**src/hw/rtl/first_fit_block_allocator_unit_macros.svh**
```systemverilog
// Assertion macros shared by the allocator RTL.
`ifndef FIRST_FIT_BLOCK_ALLOCATOR_UNIT_MACROS_SVH
`define FIRST_FIT_BLOCK_ALLOCATOR_UNIT_MACROS_SVH

// Same-cycle implication, held off during reset.
`define FFBA_ASSERT_NOW(label, clk_i, rstn_i, ante, cons, msg) \
	label: assert property (@(posedge clk_i) disable iff (!rstn_i) (ante) |-> (cons)) \
		else $error(msg);

// Next-cycle implication, held off during reset.
`define FFBA_ASSERT_NEXT(label, clk_i, rstn_i, ante, cons, msg) \
	label: assert property (@(posedge clk_i) disable iff (!rstn_i) (ante) |=> (cons)) \
		else $error(msg);

`endif

```
**src/hw/rtl/ffba_pkg.sv**
```systemverilog
// Package: constants, codes and types of the first-fit block allocator.
package ffba_pkg;

	localparam int ADDR_W        = 10;
	localparam int LEN_W         = 16;
	localparam int CMD_W         = 2;
	localparam int GRANULE_BYTES = 16;
	localparam int GRAN_SH       = $clog2(GRANULE_BYTES);
	localparam int POOL_BYTES_DEF = 1024;

	typedef enum logic [CMD_W-1:0] {
		CMD_ALLOC = 2'd0,
		CMD_FREE  = 2'd1,
		CMD_RESET = 2'd2
	} cmd_t;

	typedef enum logic [3:0] {
		S_IDLE,
		S_A_INIT,
		S_A_RD,
		S_A_CHK,
		S_A_SPN,
		S_A_SPS,
		S_A_MARK,
		S_F_RDH,
		S_F_CHKH,
		S_F_RDN,
		S_F_CHKN,
		S_F_WRH,
		S_F_RDW,
		S_F_CHKW,
		S_F_MRG
	} state_t;

	typedef struct packed {
		logic lt;
		logic eq;
	} alu_flags_t;

endpackage

```
**src/hw/rtl/first_fit_block_allocator_unit.sv**
```systemverilog
// Top level: first-fit block allocator with header RAM and walk sequencer.
//
//  channel   | handshake         | payload
//  ----------+-------------------+----------------------------------------------------
//  command   | start / busy      | command, request_length, payload_address,
//            |                   | address_is_null
//  result    | done (one cycle)  | result_address, success
//
// A beat is taken when start is high and busy is low. Reset pool, an unknown
// command, a null or out-of-pool free and an allocate of zero on a ready pool
// answer in the next cycle. An allocate walks headers, reading and then checking
// each, then splits the first fitting block where room allows and marks it used.
// A free checks its header and the next one, writes the header back, then walks
// the headers ahead of it to fold it into a free predecessor. The single RAM port
// pair and the shared adder serialise these steps. arst_n clears the sequencer,
// the ready flag and the strobe; header contents stay undefined until written.
// The receiver cannot stall: done is high for exactly one cycle per beat.
module first_fit_block_allocator_unit #(
	parameter int POOL_BYTES = ffba_pkg::POOL_BYTES_DEF
) (
	input  logic                        clk,
	input  logic                        arst_n,
	input  logic                        start,
	output logic                        busy,
	input  logic [ffba_pkg::CMD_W-1:0]  command,
	input  logic [ffba_pkg::LEN_W-1:0]  request_length,
	input  logic [ffba_pkg::ADDR_W-1:0] payload_address,
	input  logic                        address_is_null,
	output logic                        done,
	output logic [ffba_pkg::ADDR_W-1:0] result_address,
	output logic                        success
);
	import ffba_pkg::*;

	`include "first_fit_block_allocator_unit_macros.svh"

	localparam int G      = POOL_BYTES / GRANULE_BYTES;
	localparam int GW     = $clog2(G);
	localparam int HDR_W  = GW + 1;
	localparam int NEED_W = LEN_W + 1 - GRAN_SH;
	localparam int CW     = ((NEED_W > GW + 1) ? NEED_W : GW + 1) + 1;

	localparam logic [CW-1:0] G_CW    = CW'(G);
	localparam logic [GW-1:0] GMAX_GW = GW'(G - 1);

	// sequencer and control
	state_t state_q, state_d;
	logic   ready_q;
	logic   done_q;
	logic   acc;

	// datapath registers
	logic [CW-1:0]     cur_q;
	logic [CW-1:0]     need_q;
	logic [CW-1:0]     need_p2_q;
	logic [GW-1:0]     h_q;
	logic [GW-1:0]     nxt_q;
	logic [GW-1:0]     nb_q;
	logic [GW-1:0]     sz_q;
	logic [GW-1:0]     szh_q;
	logic [GW-1:0]     mark_q;
	logic [ADDR_W-1:0] addr_q;
	logic              ok_q;

	// decoded accept-time values
	logic [LEN_W:0]    need_sum;
	logic [LEN_W:0]    need_full;
	logic [CW-1:0]     need_d;
	logic [ADDR_W-1:0] pg;
	logic [CW-1:0]     pg_x;
	logic              pg_ok;

	// RAM
	logic             ram_we;
	logic [GW-1:0]    ram_waddr;
	logic [HDR_W-1:0] ram_wdata;
	logic [GW-1:0]    ram_raddr;
	logic [HDR_W-1:0] ram_rdata;
	logic [GW-1:0]    rd_sz;
	logic             rd_used;
	logic [CW-1:0]    rd_sz_x;
	logic             fit;
	logic             big;

	// shared unit
	logic       alu_cin;
	logic       alu_sub;
	logic [CW-1:0] alu_a;
	logic [CW-1:0] alu_b;
	logic [CW-1:0] alu_c;
	logic [CW-1:0] alu_sum;
	alu_flags_t alu_flags;
	logic [GW-1:0] alu_sat;
	logic [CW+GRAN_SH-1:0] byte_off;

	// finish strobe for the sequencer
	logic              fin;
	logic              fin_ok;
	logic [ADDR_W-1:0] fin_addr;

	ffba_ram #(
		.WIDTH(HDR_W),
		.DEPTH(G)
	) u_hdr_ram (
		.clk  (clk),
		.we   (ram_we),
		.waddr(ram_waddr),
		.wdata(ram_wdata),
		.raddr(ram_raddr),
		.rdata(ram_rdata)
	);

	ffba_alu #(
		.W(CW)
	) u_alu (
		.cin  (alu_cin),
		.sub  (alu_sub),
		.a    (alu_a),
		.b    (alu_b),
		.c    (alu_c),
		.sum  (alu_sum),
		.flags(alu_flags)
	);

	assign busy = state_q != S_IDLE;
	assign acc  = start && !busy;

	// round the length up to whole granules
	assign need_sum  = {1'b0, request_length} + (LEN_W + 1)'(GRANULE_BYTES - 1);
	assign need_full = need_sum >> GRAN_SH;
	assign need_d    = CW'(need_full);

	// header granule lies one below the payload granule
	assign pg    = payload_address >> GRAN_SH;
	assign pg_x  = CW'(pg);
	assign pg_ok = (pg_x != '0) && (pg_x <= G_CW);

	assign rd_sz   = ram_rdata[GW-1:0];
	assign rd_used = ram_rdata[GW];
	assign rd_sz_x = CW'(rd_sz);
	assign fit     = !rd_used && (rd_sz_x >= need_q);
	assign big     = rd_sz_x >= need_p2_q;

	// saturate a merged size at the pool's granule count minus one
	assign alu_sat  = alu_flags.lt ? alu_sum[GW-1:0] : GMAX_GW;
	assign byte_off = {alu_sum, {GRAN_SH{1'b0}}};

	// next state
	always_comb begin
		state_d = state_q;
		case (state_q)
			S_IDLE: begin
				if (start) begin
					case (command)
						CMD_ALLOC: begin
							if (!ready_q) begin
								state_d = S_A_INIT;
							end else if (need_d != '0) begin
								state_d = S_A_RD;
							end
						end
						CMD_FREE: begin
							if (!address_is_null && pg_ok) begin
								state_d = S_F_RDH;
							end
						end
						default: state_d = S_IDLE;
					endcase
				end
			end
			S_A_INIT: state_d = (need_q == '0) ? S_IDLE : S_A_RD;
			S_A_RD:   state_d = S_A_CHK;
			S_A_CHK: begin
				if (fit) begin
					state_d = big ? S_A_SPN : S_A_MARK;
				end else begin
					state_d = alu_flags.lt ? S_A_RD : S_IDLE;
				end
			end
			S_A_SPN:  state_d = alu_flags.lt ? S_A_SPS : S_A_MARK;
			S_A_SPS:  state_d = S_A_MARK;
			S_A_MARK: state_d = S_IDLE;
			S_F_RDH:  state_d = S_F_CHKH;
			S_F_CHKH: state_d = alu_flags.lt ? S_F_RDN : S_F_WRH;
			S_F_RDN:  state_d = S_F_CHKN;
			S_F_CHKN: state_d = S_F_WRH;
			S_F_WRH:  state_d = (h_q == '0) ? S_IDLE : S_F_RDW;
			S_F_RDW:  state_d = S_F_CHKW;
			S_F_CHKW: begin
				if (alu_flags.eq) begin
					state_d = rd_used ? S_IDLE : S_F_MRG;
				end else begin
					state_d = alu_flags.lt ? S_F_RDW : S_IDLE;
				end
			end
			S_F_MRG:  state_d = S_IDLE;
			default:  state_d = S_IDLE;
		endcase
	end

	// RAM, shared-unit and finish controls
	always_comb begin
		ram_we    = 1'b0;
		ram_waddr = '0;
		ram_wdata = '0;
		ram_raddr = '0;
		alu_a     = '0;
		alu_b     = '0;
		alu_c     = G_CW;
		alu_cin   = 1'b1;
		alu_sub   = 1'b0;
		fin       = 1'b0;
		fin_ok    = 1'b0;
		fin_addr  = '0;
		case (state_q)
			S_IDLE: begin
				if (start) begin
					case (command)
						CMD_ALLOC: begin
							fin = ready_q && (need_d == '0);
						end
						CMD_FREE: begin
							fin    = address_is_null || !pg_ok;
							fin_ok = 1'b1;
						end
						CMD_RESET: begin
							fin    = 1'b1;
							fin_ok = 1'b1;
						end
						default: fin = 1'b1;
					endcase
				end
			end
			S_A_INIT: begin
				// rebuild a single free root block
				ram_we    = 1'b1;
				ram_waddr = '0;
				ram_wdata = {1'b0, GMAX_GW};
				fin       = need_q == '0;
			end
			S_A_RD: begin
				ram_raddr = cur_q[GW-1:0];
			end
			S_A_CHK: begin
				alu_a = cur_q;
				alu_b = rd_sz_x;
				fin   = !fit && !alu_flags.lt;
			end
			S_A_SPN: begin
				alu_a = cur_q;
				alu_b = need_q;
			end
			S_A_SPS: begin
				// remainder size: sz - need - 1
				alu_a     = CW'(sz_q);
				alu_b     = need_q;
				alu_cin   = 1'b0;
				alu_sub   = 1'b1;
				ram_we    = 1'b1;
				ram_waddr = nb_q;
				ram_wdata = {1'b0, alu_sum[GW-1:0]};
			end
			S_A_MARK: begin
				alu_a     = cur_q;
				ram_we    = 1'b1;
				ram_waddr = cur_q[GW-1:0];
				ram_wdata = {1'b1, mark_q};
				fin       = 1'b1;
				fin_ok    = 1'b1;
				fin_addr  = byte_off[ADDR_W-1:0];
			end
			S_F_RDH: begin
				ram_raddr = h_q;
			end
			S_F_CHKH: begin
				alu_a = CW'(h_q);
				alu_b = rd_sz_x;
			end
			S_F_RDN: begin
				ram_raddr = nxt_q;
			end
			S_F_CHKN: begin
				alu_a = CW'(szh_q);
				alu_b = rd_sz_x;
			end
			S_F_WRH: begin
				ram_we    = 1'b1;
				ram_waddr = h_q;
				ram_wdata = {1'b0, szh_q};
				fin       = h_q == '0;
				fin_ok    = 1'b1;
			end
			S_F_RDW: begin
				ram_raddr = cur_q[GW-1:0];
			end
			S_F_CHKW: begin
				alu_a  = cur_q;
				alu_b  = rd_sz_x;
				alu_c  = CW'(h_q);
				fin    = (alu_flags.eq && rd_used) || (!alu_flags.eq && !alu_flags.lt);
				fin_ok = 1'b1;
			end
			S_F_MRG: begin
				// fold the freed block into its free predecessor
				alu_a     = CW'(sz_q);
				alu_b     = CW'(szh_q);
				ram_we    = 1'b1;
				ram_waddr = cur_q[GW-1:0];
				ram_wdata = {1'b0, alu_sat};
				fin       = 1'b1;
				fin_ok    = 1'b1;
			end
			default: fin = 1'b0;
		endcase
	end

	// control registers
	always_ff @(posedge clk or negedge arst_n) begin
		if (!arst_n) begin
			state_q <= S_IDLE;
			ready_q <= 1'b0;
			done_q  <= 1'b0;
		end else begin
			state_q <= state_d;
			done_q  <= fin;
			if (state_q == S_A_INIT) begin
				ready_q <= 1'b1;
			end else if (acc && (command == CMD_RESET)) begin
				ready_q <= 1'b0;
			end
		end
	end

	// datapath registers
	always_ff @(posedge clk) begin
		if (fin) begin
			addr_q <= fin_addr;
			ok_q   <= fin_ok;
		end
		case (state_q)
			S_IDLE: begin
				need_q    <= need_d;
				need_p2_q <= need_d + CW'(2);
				h_q       <= GW'(pg_x - CW'(1));
				cur_q     <= '0;
			end
			S_A_CHK: begin
				sz_q   <= rd_sz;
				mark_q <= rd_sz;
				if (!fit) begin
					cur_q <= alu_sum;
				end
			end
			S_A_SPN: begin
				nb_q <= alu_sum[GW-1:0];
			end
			S_A_SPS: begin
				mark_q <= need_q[GW-1:0];
			end
			S_F_CHKH: begin
				szh_q <= rd_sz;
				nxt_q <= alu_sum[GW-1:0];
			end
			S_F_CHKN: begin
				if (!rd_used) begin
					szh_q <= alu_sat;
				end
			end
			S_F_WRH: begin
				cur_q <= '0;
			end
			S_F_CHKW: begin
				sz_q <= rd_sz;
				if (!alu_flags.eq) begin
					cur_q <= alu_sum;
				end
			end
			default: begin
				cur_q <= cur_q;
			end
		endcase
	end

	assign done           = done_q;
	assign result_address = addr_q;
	assign success        = ok_q;

	`FFBA_ASSERT_NEXT(a_beat_answered, clk, arst_n, acc, busy || done_q, "accepted beat neither worked nor answered")
	`FFBA_ASSERT_NOW(a_fail_no_addr, clk, arst_n, done_q && !ok_q, addr_q == '0, "failed result carries an address")
	`FFBA_ASSERT_NOW(a_write_busy, clk, arst_n, ram_we, busy, "header write while idle")
	`FFBA_ASSERT_NEXT(a_root_ready, clk, arst_n, state_q == S_A_INIT, ready_q, "pool not ready after root rebuild")

endmodule

```
**src/hw/rtl/ffba_ram.sv**
```systemverilog
// Generic single-write, single-read RAM with registered read data.
module ffba_ram #(
	parameter int WIDTH = 8,
	parameter int DEPTH = 64
) (
	input  logic                     clk,
	input  logic                     we,
	input  logic [$clog2(DEPTH)-1:0] waddr,
	input  logic [WIDTH-1:0]         wdata,
	input  logic [$clog2(DEPTH)-1:0] raddr,
	output logic [WIDTH-1:0]         rdata
);

	logic [WIDTH-1:0] mem_q [DEPTH];

	always_ff @(posedge clk) begin
		if (we) begin
			mem_q[waddr] <= wdata;
		end
		rdata <= mem_q[raddr];
	end

endmodule

```
**src/hw/rtl/ffba_alu.sv**
```systemverilog
// Shared adder/subtractor with compare against a bound.
module ffba_alu #(
	parameter int W = 14
) (
	input  logic                  cin,
	input  logic                  sub,
	input  logic [W-1:0]          a,
	input  logic [W-1:0]          b,
	input  logic [W-1:0]          c,
	output logic [W-1:0]          sum,
	output ffba_pkg::alu_flags_t  flags
);
	import ffba_pkg::*;

	logic [W-1:0] b_eff;

	assign b_eff    = sub ? ~b : b;
	assign sum      = a + b_eff + W'(cin);
	assign flags.lt = sum < c;
	assign flags.eq = sum == c;

endmodule
```
**config.mk**
```make
export PLATFORM = sky130hd
export DESIGN_NAME = first_fit_block_allocator_unit
export DESIGN_NICKNAME = d
export VERILOG_FILES = /design/src/hw/rtl/ffba_pkg.sv /design/src/hw/rtl/first_fit_block_allocator_unit.sv /design/src/hw/rtl/ffba_ram.sv /design/src/hw/rtl/ffba_alu.sv
export VERILOG_INCLUDE_DIRS = /design/src /design/src/hw/rtl
export SDC_FILE = /design/constraint.sdc
export NUM_CORES = 1
export LEC_CHECK = 0
export BUFFER_PORTS_ARGS = -buffer_cell sky130_fd_sc_hd__buf_4
export CAP_MARGIN = 0
export CORE_MARGIN = 2
export CORE_UTILIZATION = 58
export CTS_CLUSTER_DIAMETER = 40
export CTS_CLUSTER_SIZE = 40
export DETAILED_ROUTE_END_ITERATION = 6
export GPL_ROUTABILITY_DRIVEN = 0
export GPL_TIMING_DRIVEN = 0
export PLACE_DENSITY_LB_ADDON = 0.3
export SLEW_MARGIN = 10
export SYNTH_ARGS = -nofsm -noshare
export SYNTH_HDL_FRONTEND = slang
export SYNTH_HIERARCHICAL = 1
export SYNTH_SLANG_ARGS = --single-unit
```
**constraint.sdc**
```tcl
create_clock -name clk -period 9.8 [get_ports clk]
set_input_delay 1.47 -clock clk [delete_from_list [all_inputs] [get_ports clk]]
set_output_delay 1.47 -clock clk [all_outputs]
set_load 0.005 [all_outputs]
```
Word-level counts from Yosys, hierarchy flattened. Memory sizes are Yosys's and may differ from the RTL's. A register that Yosys moved wholly into a read port is not among the register bits. Cells that the tools add are included.

Bits in read-only memories: 0. Memories: 1. Register bits after elaboration: 94. Output and inout bits: 13. Bits in writable memories: 448. Latch bits: 0. Input bits: 32. Word-level logic and storage cells: 136.

Memories: u_hdr_ram.mem_q (depth 64, bits a word 7, read ports 1, clocked after Yosys merged registers in 1, write ports 1, RTL line ffba_ram.sv:14) `logic [WIDTH-1:0] mem_q [DEPTH];`.

Bitwise logic cells: 1. Add/subtract/negate cells: 5. Reductions and logical operators: 44. Magnitude comparators: 4. Mux-type cells: 43. Shift-type cells: 0. Multipliers: 0. Equal/unequal tests: 23. Div/mod/pow operators: 0.

Operators with widths (count): one-hot mux 14 bit (4 select lines) (1); one-hot mux 4 bit (13 select lines) (1); two-way mux 14 bit (3); one-hot mux 14 bit (3 select lines) (1); one-hot mux 13 bit (3 select lines) (1); one-hot mux 6 bit (3 select lines) (2); one-hot mux 7 bit (5 select lines) (1); two-way mux 4 bit (8); equality test 4 bit (second input constant) (7); zero test 14 bit (2); nonzero test 14 bit (2); one-hot mux 6 bit (2 select lines) (2); adder 16 x 4 -> 17 bit (second input constant) (1); equality test 4 x 3 -> 1 bit (second input constant) (4); adder 13 x 2 -> 14 bit (second input constant) (1); adder 14 x 1 -> 14 bit (1); adder 14 bit (1); equality test 14 x 7 -> 1 bit (1); >= comparator 6 x 14 -> 1 bit (1); < comparator 14 x 7 -> 1 bit (1); inverter 13 -> 14 bit (1); OR reduction 2 bit (7); >= comparator 6 x 13 -> 1 bit (1); two-way mux 6 bit (2); other kinds (29) (67).

Logic depth before layout (Yosys ltp).
Depth after elaboration: 12. Mapped depth: 27. Mapped depth without buffers: 24.

Cells and area by module. The synthesis kept the hierarchy.

Modules (own cells, without submodules): ffba_ram (cells each 827, instances 1, sequential area each 13593.0 sq um, area each 17635.7 sq um); first_fit_block_allocator_unit (cells each 512, instances 1, sequential area each 2642.5 sq um, area each 5208.7 sq um); ffba_alu (cells each 145, instances 1, sequential area each 0.0 sq um, area each 1111.1 sq um).

Worst setup path after synthesis. No wires, ideal clock.

Path type: register to register. Start: register state_q[3]. End: memory u_hdr_ram/mem_q[0][0] (netlist name), data pin. Clock period less this slack: 6.762 ns. Setup slack: 3.038 ns. Buffers on the path: 6. Arrival time: 6.161 ns. Cell stages (with the launch flop): 25. Library setup time: 0.601 ns. Path through: dfrtp_1 clkbuf_1 nand2b_1 clkbuf_1 nor2_1 clkbuf_1 clkbuf_1 buf_2 xor2_1 ha_1 nor2b_1 o2111ai_1 a21boi_1 or4b_1 nand3_1 ha_1 a21o_1 a21o_1 a21oi_1 nor2_1 a2111oi_0 clkbuf_1 nor3_1 o21ai_0 nand3_1.

RTL lines: start, declared (RTL line first_fit_block_allocator_unit.sv:47) `state_t state_q, state_d;`; start signal, assigned (RTL line first_fit_block_allocator_unit.sv:324) `state_q <= state_d;`; end, declared (RTL line ffba_ram.sv:14).

==> key figures <==
Run status
  – Status: completed

Clock tree
  – Worst-path clk slew: 0.06 ns
  – Clock latency at the later pin of the worst-skew pair: 0.58 ns
  – Cts bufs inserted: 66
  – Clock tree root buffer cell: clkbuf_16
  – Post-CTS Hold Fix Bufs: 0
  – Post-CTS sizing: 0
  – CTS tree: yes
  – Post-CTS Setup Bufs: 0
  – Htree depth: 3
  – Max clock buf depth: 3
  – Clk sinks: 544

Critical path
  – Crit path depth: 24
  – Max FO, Critical Path: 64
  – Setup CP Type: reg -> reg
  – Worst setup path start: state_q[3]
  – CP endpoint: u_hdr_ram/mem_q[4][4]
  – Critical path arrival: 8.41 ns
  – CP top delay family: compound AO/OA/AOI/OAI gates
  – Reg-to-Reg End: u_hdr_ram/mem_q[4][4]
  – R2R Path Start: state_q[3]
  – Cell Chain, Critical Path: clkbuf_1, nand2b_1, clkbuf_1, nor2_1, clkbuf_1, clkbuf_1, buf_2, xor2_1, ha_1, nor2b_1, o2111ai_1, a21boi_1, or4b_1, nand3_1, ha_1, a21o_1, a21o_1, a21oi_1, nor2_1, a2111oi_1, clkbuf_1, nor3_1, o21ai_0, nand3_4
  – Worst Path Buf+Inv: 6
  – Slowest CP cell: a2111oi_1
  – CP Capture Type: flip-flop
  – R2R cell count: 24
  – Req. time, crit path: 9.84 ns
  – Crit-path max cell delay: 0.87 ns
  – Critical Path Start Type: flip-flop
  – Reg2reg setup slack: 1.44 ns
  – Most used cell along the critical path: clkbuf_1

Global routing
  – Antenna violations before repair: 0
  – Largest net degree at the start of global routing: 65
  – Number of global-route vias before repair: 14.3k
  – Global-route wire length before repair: 89100 um
  – Total global-route track usage: 0.279
  – GRT Residual Overflow: 0

Finish
  – Final core occ: 0.669
  – Fraction of layout cells with a size suffix above 1: 0.196
  – ANT cells: 0
  – Synthesis-to-finish area growth: 14.1%
  – Nets: 1679

STA
  – Final Max Slew Viols: 0
  – RSZ-0062 raised after global routing: false
  – Fin crit share: 0.853
  – Final setup viols: 0
  – Post-Route Setup TNS: 0 ns
  – Worst Max-Slew Pin Slew: 1.15 ns
  – Hold Vio Cnt, Final: 0
  – Fmax: 0.120 GHz
  – Clk_skew: 0.0218 ns
  – Max_slew headroom: 0.226
  – Final min period: 8.36 ns

Synth
  – Mapped Cells: 1484
  – Ys async rst share: 0.0110
  – Most frequent cell after synthesis: edfxtp_1
  – YS warnings: 6
  – Yosys reg bits: 544
  – Post-synthesis cell type count: 73
  – Synth top area share: 0.666
  – Synth area leaders: edfxtp_1 67%, mux4_2 11%, ha_1 2.3%
  – Synth area leader: edfxtp_1
  – Avg Inst Size Synth: 16.1 sq um
  – Seq/Total Area, Yosys: 0.678
  – EDFF count, synth: 531
  – Mapped Area: 24000 sq um
  – Most instantiated cells after synthesis: 531 x edfxtp_1, 126 x nor2_1, 112 x mux4_2
  – Main synth FF type: edfxtp_1

Placed design
  – Port bufs: 30
  – HPWL Detailed: 39500 um

Routing
  – Highest routed metal layer: met4
  – Met2 routed wirelength: 27400 um
  – Wl on met1: 22600 um
  – Vias/cell: 6.67
  – Drt wl/cell: 27.1 um
  – First DRT Iteration DRCs: 1822
  – Final ANT Viol Nets: 0
  – Final WL: 59100 um
  – Vias: 14.6k
  – Detailed Routing Iterations Pass 1: 7
  – Post-route DRC: 0
  – Metal3 WL: 6400 um

Floorplanning
  – Die width: 207 um
  – Die Span Y: 207 um
  – Die Footprint: 42900 sq um
  – IO Count: 45
  – FP Rows: 74
  – Starting Density: 0.587
  – Core area: 40800 sq um

Power
  – Leakage power: 0.00933 uW
  – VDD IR max: 271 uV
  – PD cells: 334 nW/um^2

Job
  – Maxcap violations: 0

Min path
  – Hold WC Path Type: reg -> reg
==> per-stage QoR <==
step	setup WS (ns)	instance area [sq um]	hold slack, ns	power [uW]	std cells
2_1_floorplan	3.04	24000	0.453	5450	1496
3_3_place_gp	0.372	24900	0.534	6500	2058
3_5_place_dp	1.75	25100	0.544	6660	2065
4_1_cts	1.71	27300	0.559	9070	2184
5_1_grt	1.15	27300	0.585	9450	2184
6_report	1.44	27300	0.554	9120	2184
==> kinds of logic after synthesis <==
family	share of synthesized area
AOI/OAI and AO/OA	0.0672
muxes	0.113
other	0.000157
buffers and inverters	0.0267
DFF	0.678
xor gates and xnor gates	0.0172
adders and majority gates	0.0247
and+or+nand+nor	0.0730
==> tightest hold or removal path, cell delays in order, from the launching register on <==
cell and delay (ns):
dfrtp_1 0.39, nand2_1 0.07, nand2_1 0.05
==> flip-flops by register name, summed over array words and instances (netlist names) <==
| register | count |
|---|---|
| u_hdr_ram/mem_q | 448 |
| cur_q | 14 |
| need_p2_q | 14 |
| need_q | 12 |
| u_hdr_ram/rdata | 7 |
| h_q | 6 |
| mark_q | 6 |
| nb_q | 6 |
| nxt_q | 6 |
| result_address | 6 |
| sz_q | 6 |
| szh_q | 6 |
| state_q | 4 |
| done | 1 |
| ready_q | 1 |
| success | 1 |
==> cell type report <==
class,instances,area [sq um]
Tap cell,532,666
Fill cell,2661,13500
Multi-Input combinational cell,811,7180
Timing Repair Buffer,37,394
Sequential cell,544,16200
Buffer,76,397
Clock inverter,48,519
Clock buffer,71,1690
Inverter,65,244
==> per-layer routing <==
layer  GRT usage  vias up
li1            -     6143
met1       0.383     7303
met2       0.434      912
met3      0.0628      216
met4       0.122        0
met5           0        -
==> report_power, final <==
group          internal (uW)  total [uW]  switching, uW
clock network           1370        2410           1040
registers               3200        3340            141
logic                   1190        3360           2170
==> cells in the final DEF, fill, tap and decap left out, types with 8 or more instances in the layout <==
cell and n:
clkbuf_1 46, mux2i_1 17, clkbuf_16 67, a22o_1 9, clkinv_8 8, a211oi_1 8
nor3_1 34, a31oi_1 9, nand2_1 54, o31ai_1 8, a22oi_1 14, ha_1 44
inv_6 15, a21o_1 19, o22ai_1 16, edfxtp_1 531, conb_1 13, and2_1 24
mux4_2 112, o21ai_0 36, a222oi_1 19, and3_1 11, xnor2_1 24, o221ai_1 9
nand3_1 22, buf_4 39, nor4_1 8, buf_2 16, nor2b_1 15, xor2_1 23
nand2b_1 15, nor2_1 125, nand4_1 11, inv_1 65, a21oi_1 22
==> how the worst min path moves through the flow <==
stage	to	from	cells past startpoint	slack [ns]
after floorplan	sz_q[0]	u_hdr_ram/rdata[0]	0	0.45
after global placement	ready_q	ready_q	2	0.53
after detailed placement	ready_q	ready_q	2	0.54
after CTS	ready_q	ready_q	2	0.56
after global routing	sz_q[0]	u_hdr_ram/rdata[0]	0	0.58
final	ready_q	ready_q	2	0.55
Note: power is estimated with default switching activity, not from simulation.
